File: src/hw/rtl/losu_pkg.sv
// shared types and constants for the latency order statistics unit
// no dependencies
package losu_pkg;

  localparam int OUT_BITS = 32;
  localparam int STAT_BITS = 40;
  localparam int WIDE_BITS = 128;
  localparam int ROOT_BITS = 64;

  typedef struct packed {
    logic shift;
  } cell_ctl_t;

  typedef enum logic [2:0] {
    ST_LOAD, ST_DRAIN, ST_READ, ST_ACC, ST_MATH, ST_OUT
  } top_state_t;

  typedef enum logic [2:0] {
    M_IDLE, M_MUL1, M_MUL2, M_SQRT, M_DIV1, M_DIV2, M_DONE
  } math_state_t;

endpackage

File: src/hw/rtl/losu_math.sv
// serial unit for mean and standard deviation: shift-add multiply,
// bitwise integer square root, restoring division; depends on losu_pkg
module losu_math import losu_pkg::*; #(
  parameter int CW = 11,
  parameter int SUMW = 43,
  parameter int QW = 75,
  parameter int FB = 8
) (
  input  logic                 clk,
  input  logic                 rst_n,
  input  logic                 start,
  input  logic [CW-1:0]        n,
  input  logic [SUMW-1:0]      sum,
  input  logic [QW-1:0]        sumsq,
  output logic                 done,
  output logic [STAT_BITS-1:0] mean,
  output logic [STAT_BITS-1:0] sd
);
  localparam int DW = (SUMW + FB > ROOT_BITS) ? SUMW + FB : ROOT_BITS;
  localparam int MBW = (SUMW > CW) ? SUMW : CW;
  localparam int SW = $clog2(DW + 1);

  math_state_t st_r, st_nxt;
  logic [WIDE_BITS-1:0] acc_r, acc_nxt, mc_r, mc_nxt, vr_r, vr_nxt;
  logic [MBW-1:0] mb_r, mb_nxt;
  logic [SW-1:0] step_r, step_nxt;
  logic [ROOT_BITS+1:0] rem_r, rem_nxt, rtmp, trial;
  logic [ROOT_BITS-1:0] root_r, root_nxt;
  logic [DW-1:0] dq_r, dq_nxt;
  logic [CW-1:0] dr_r, dr_nxt;
  logic [CW:0] dt;
  logic [STAT_BITS-1:0] mean_r, mean_nxt, sd_r, sd_nxt;
  logic last_step;

  function automatic logic [STAT_BITS-1:0] sat(input logic [DW-1:0] q);
    return (|q[DW-1:STAT_BITS]) ? '1 : q[STAT_BITS-1:0];
  endfunction

  always_comb begin
    st_nxt = st_r;
    unique case (st_r)
      M_IDLE: if (start) st_nxt = M_MUL1;
      M_MUL1: if (last_step) st_nxt = M_MUL2;
      M_MUL2: if (last_step) st_nxt = M_SQRT;
      M_SQRT: if (last_step) st_nxt = M_DIV1;
      M_DIV1: if (last_step) st_nxt = M_DIV2;
      M_DIV2: if (last_step) st_nxt = M_DONE;
      M_DONE: st_nxt = M_IDLE;
      default: st_nxt = M_IDLE;
    endcase
  end

  always_comb begin
    acc_nxt = acc_r; mc_nxt = mc_r; mb_nxt = mb_r; vr_nxt = vr_r;
    rem_nxt = rem_r; root_nxt = root_r; dq_nxt = dq_r; dr_nxt = dr_r;
    mean_nxt = mean_r; sd_nxt = sd_r;
    step_nxt = step_r + 1'b1;
    last_step = 1'b0;
    rtmp  = {rem_r[ROOT_BITS-1:0], vr_r[WIDE_BITS-1 -: 2]};
    trial = {root_r, 2'b01};
    dt    = {dr_r, dq_r[DW-1]};
    unique case (st_r)
      M_IDLE: begin
        acc_nxt = '0;
        mc_nxt = WIDE_BITS'(sumsq);
        mb_nxt = MBW'(n);
        step_nxt = '0;
      end
      M_MUL1, M_MUL2: begin
        if (mb_r[0]) acc_nxt = (st_r == M_MUL1) ? acc_r + mc_r : acc_r - mc_r;
        mc_nxt = mc_r << 1;
        mb_nxt = mb_r >> 1;
        last_step = (st_r == M_MUL1) ? (step_r == SW'(CW - 1)) : (step_r == SW'(SUMW - 1));
        if (last_step) begin
          step_nxt = '0;
          mc_nxt = WIDE_BITS'(sum);
          mb_nxt = MBW'(sum);
          vr_nxt = acc_nxt << (2 * FB);
          rem_nxt = '0;
          root_nxt = '0;
        end
      end
      M_SQRT: begin
        vr_nxt = vr_r << 2;
        if (rtmp >= trial) begin
          rem_nxt = rtmp - trial;
          root_nxt = {root_r[ROOT_BITS-2:0], 1'b1};
        end else begin
          rem_nxt = rtmp;
          root_nxt = {root_r[ROOT_BITS-2:0], 1'b0};
        end
        last_step = (step_r == SW'(ROOT_BITS - 1));
        if (last_step) begin
          step_nxt = '0;
          dq_nxt = DW'(root_nxt);
          dr_nxt = '0;
        end
      end
      M_DIV1, M_DIV2: begin
        dq_nxt = dq_r << 1;
        if (dt >= {1'b0, n}) begin
          dr_nxt = CW'(dt - {1'b0, n});
          dq_nxt[0] = 1'b1;
        end else begin
          dr_nxt = CW'(dt);
        end
        last_step = (step_r == SW'(DW - 1));
        if (last_step) begin
          step_nxt = '0;
          dr_nxt = '0;
          if (st_r == M_DIV1) begin
            sd_nxt = sat(dq_nxt);
            dq_nxt = DW'(sum) << FB;
          end else begin
            mean_nxt = sat(dq_nxt);
          end
        end
      end
      default: step_nxt = '0;
    endcase
  end

  always_ff @(posedge clk) begin
    acc_r <= acc_nxt; mc_r <= mc_nxt; mb_r <= mb_nxt; vr_r <= vr_nxt;
    rem_r <= rem_nxt; root_r <= root_nxt; dq_r <= dq_nxt; dr_r <= dr_nxt;
    mean_r <= mean_nxt; sd_r <= sd_nxt; step_r <= step_nxt;
    if (!rst_n) st_r <= M_IDLE;
    else st_r <= st_nxt;
  end

  assign done = (st_r == M_DONE);
  assign mean = mean_r;
  assign sd   = sd_r;
endmodule

File: config.mk
export PLATFORM = sky130hd
export DESIGN_NAME = losu_math
export DESIGN_NICKNAME = d
export VERILOG_FILES = /design/src/hw/rtl/losu_pkg.sv /design/src/hw/rtl/losu_math.sv
export SDC_FILE = /design/constraint.sdc
export NUM_CORES = 2
export LEC_CHECK = 0
export ABC_AREA = 0
export BUFFER_PORTS_ARGS = -buffer_cell sky130_fd_sc_hd__buf_2
export CAP_MARGIN = 20
export CORE_MARGIN = 10
export CORE_UTILIZATION = 55
export CTS_BUF_LIST = sky130_fd_sc_hd__clkbuf_16
export DETAILED_ROUTE_END_ITERATION = 12
export PLACE_DENSITY = 0.81
export SETUP_SLACK_MARGIN = 0.3
export SLEW_MARGIN = 20
export SYNTH_ARGS = -nofsm -noshare
export SYNTH_HDL_FRONTEND = slang
export SYNTH_SLANG_ARGS = --single-unit
File: constraint.sdc
create_clock -name clk -period 22.5 [get_ports clk]
set_clock_uncertainty 0.15 [all_clocks]
set_input_delay 1.125 -clock clk [delete_from_list [all_inputs] [get_ports clk]]
set_output_delay 1.125 -clock clk [all_outputs]
set_load 0.01 [all_outputs]
==> metrics.cfg <==
[power]
switching_share_pct=30.1
intPower_mw=2.45
p_seq_share_pct=41.7
ir_drop_uv=56.6
clockPowerShare_pct=37.1
p_comb_share_pct=21.2
power.density_mw_per_mm2=74.6
cellLeakagePower_nw=18.9
switching_power_mw=1.05

[timing]
period_share_pct=36.6
tightest_slew_ps=1320
period_minus_slack_ps=8230
rsz0062_at_grt=false
finalSetupViolCount=0
fin_ws_ps=14270
finalSetupTns_ps=0
max_freq_mhz=121
finalHoldViolCount=0
drv_slew=0
slew_headroom_pct=11.8

[yosys]
async_flop_share_pct=0
synth_seq_cells=672
synthCells=4511
synth_flop_cell=edfxtp_1
ys.warnings.count=0
synth-edff-count=662
ys_seq_area_share_pct=47.2
synth_cell_types=79
syn_avg_cell_area_um2=9.44
syn-cell-area_mm2=0.0426
synth.net_count=4848

[clock_tree]
post_cts_buffers=0
numClockSinks=672
hold_buffers=0
postCtsResizedCells=0
clockRootBuffer=clkbuf_16
cts_max_level=3
insertion_delay_ps=660
cts_tree=done
clock_path_buffers=3
path_clk_slew_ps=60
cts_buffers=76

[floorplanning]
fp.dieH_um=298
io_pins=213
start_util_pct=55.8
die_width_um=298
row_count=101
dieArea_mm2=0.0889
coreArea_mm2=0.0763

[critical_path]
cp.depth=22
required_ps=22710
crit_path_cell_trace=inv_1 > ha_1 > nor4b_1 > nand4b_1 > or3_4 > nor2_4 > and3_4 > nand2_2 > or4_1 > or2_1 > o41ai_4 > xnor2_1 > ha_1 > nand2_1 > nor4_1 > nand3_1 > a2111oi_0 > nor2_1 > o21a_1 > o31ai_1 > xnor2_1 > o221ai_1
endpoint=vr_r[119]$_DFFE_PP_
r2r_slack_ps=14270
critPathCaptureType=flop
critPathLaunch=mc_r[0]$_DFFE_PP_
reg2regPathDepth=22
reg2reg_to=vr_r[119]$_DFFE_PP_
critPathTopFamily=simple AND/OR/NAND/NOR gates
worstReg2RegStart=mc_r[0]$_DFFE_PP_
cp_num_buf_inv=1
cp_max_fo=8
critPathLaunchType=flop
worstSetupPathType=flop to flop
slowest_stage=a2111oi_0
arrival_ps=8440
max_stage_delay_ps=770

[global_routing]
grt_pass1_vias=34364
overflow=0
grt_antenna_before_repair=12
grt_first_pass_wirelength_mm=201
global_route.usage.met1_pct=38.5
grt_max_degree=205
grt_usage_pct=28.4
grt_use_met2_pct=44.8
use_met3_pct=4.74
busiest_layer=met2

[drt]
drc=0
vias=36086
routedWlPerCell_um=23.2
routed_wl_mm=132
final_antenna_net_count=0
drt_pass1_iterations=6
initialDrtViolationCount=4377
via_per_inst=6.37

[placed_design]
place_area_mm2=0.0443
globalplace.congestion=0.998
numPortBuffers=212
pre_cts_ws_ps=14450
dp_hpwl_mm=95.6

[min_path]
hold_path.class=flop to flop

[layout]
fin_nets=4906
area_delta_synth_final_pct=10.2
drive_above_1_share_pct=9.31
design_area_mm2=0.0469

[flow_run]
maxCapViolCount=0

[run_status]
outcome=complete, no violations

## area by class of cell
type | count | area, um^2
multi-input cells | 3418 | 21000
repair buffers | 248 | 1360
inverters | 153 | 574
flip-flops and latches | 672 | 20100
fillers | 6422 | 29400
diodes | 6 | 15.0
well taps | 1030 | 1290
clock inverters | 62 | 697
clock buffers | 76 | 1900
## worst min path at each step
stage                      startpoint                 to  slack, ps  cells past startpoint
finish              step_r[0]$_DFF_P_  step_r[0]$_DFF_P_        320                      1
global route        step_r[0]$_DFF_P_  step_r[0]$_DFF_P_        350                      1
CTS                 step_r[0]$_DFF_P_  step_r[0]$_DFF_P_        320                      1
detailed placement  step_r[0]$_DFF_P_  step_r[0]$_DFF_P_        300                      1
global placement    step_r[0]$_DFF_P_  step_r[0]$_DFF_P_        300                      1
floorplan           step_r[0]$_DFF_P_  step_r[0]$_DFF_P_        280                      1
## power by group through the flow
stage	logic (mW)	clock network (mW)	registers, mW
2_1_floorplan	0.531	0	1.47
3_5_place_dp	0.718	0	1.48
5_1_grt	0.807	1.36	1.46
6_report	0.741	1.30	1.46
3_3_place_gp	0.710	0	1.48
4_1_cts	0.723	1.31	1.46
## layer usage
layer  vias up  share of wire (%)
met5         -              0.017
met4         4                4.4
met3       334                9.2
met2      1820                 45
met1     17283                 41
li1      16645                  -
## state kept, by name (all words and copies together) (netlist names)
signal / flops
acc_r: 112
st_r: 3
root_r: 64
dr_r: 11
vr_r: 112
mc_r: 112
rem_r: 64
mb_r: 43
dq_r: 64
mean: 40
step_r: 7
sd: 40
## layout by cell type, fill, tap and decap left out, drive strengths merged, types with 20 or more instances in the layout
master and n:
edfxtp 662, nor2 586, nand2 518, a21oi 492, buf 248, o21ai 215
ha 203, xnor2 167, inv 167, xor2 111, a21o 101, nand4 93
mux2i 92, clkbuf 76, or3 70, a31oi 64, nor3 63, and3 58
nand3 52, o21bai 49, a221o 48, a211oi 45, nor4 34, clkinv 34
o31ai 33, o22ai 30, o21a 25, and2 25, or2 24, nand2b 22
nor2b 20
## cells in the mapped netlist (all sizes together) (49+ instances only)
library cell,count,share of area (%)
edfxtp,662,47
nor2,586,5.2
nand2,518,4.6
a21oi,492,5.8
clkbuf,251,2.2
o21ai,215,2.5
ha,203,6.0
xnor2,167,3.4
inv,153,1.3
xor2,111,2.3
a21o,101,1.8
nand4,93,1.4
mux2i,92,2.2
or3,70,1.0
a31oi,64,0.94
nor3,63,0.74
and3,58,0.86
nand3,52,0.61
o21bai,49,0.86
## cell families after synthesis
kind of cell               count (synthesis)  share of synthesized area, %
AOI/OAI and AO/OA                       1229                          17.9
xor gates and xnor gates                 278                          5.72
adders and majority gates                205                          6.06
buffers and inverters                    421                          3.74
DFF                                      672                          47.2
muxes                                     99                          2.35
and+or+nand+nor                         1607                          17.1
## through the flow
stage,instances,util [%],power (mW),hold slack (ps)
4_1_cts,5659,61.4,3.49,319
6_report,5665,61.5,3.50,316
5_1_grt,5665,61.5,3.63,346
2_1_floorplan,4511,-,2.00,280
3_5_place_dp,5521,58.0,2.20,305
3_3_place_gp,5521,58.0,2.19,296
Power figures use the tool's default switching activity.
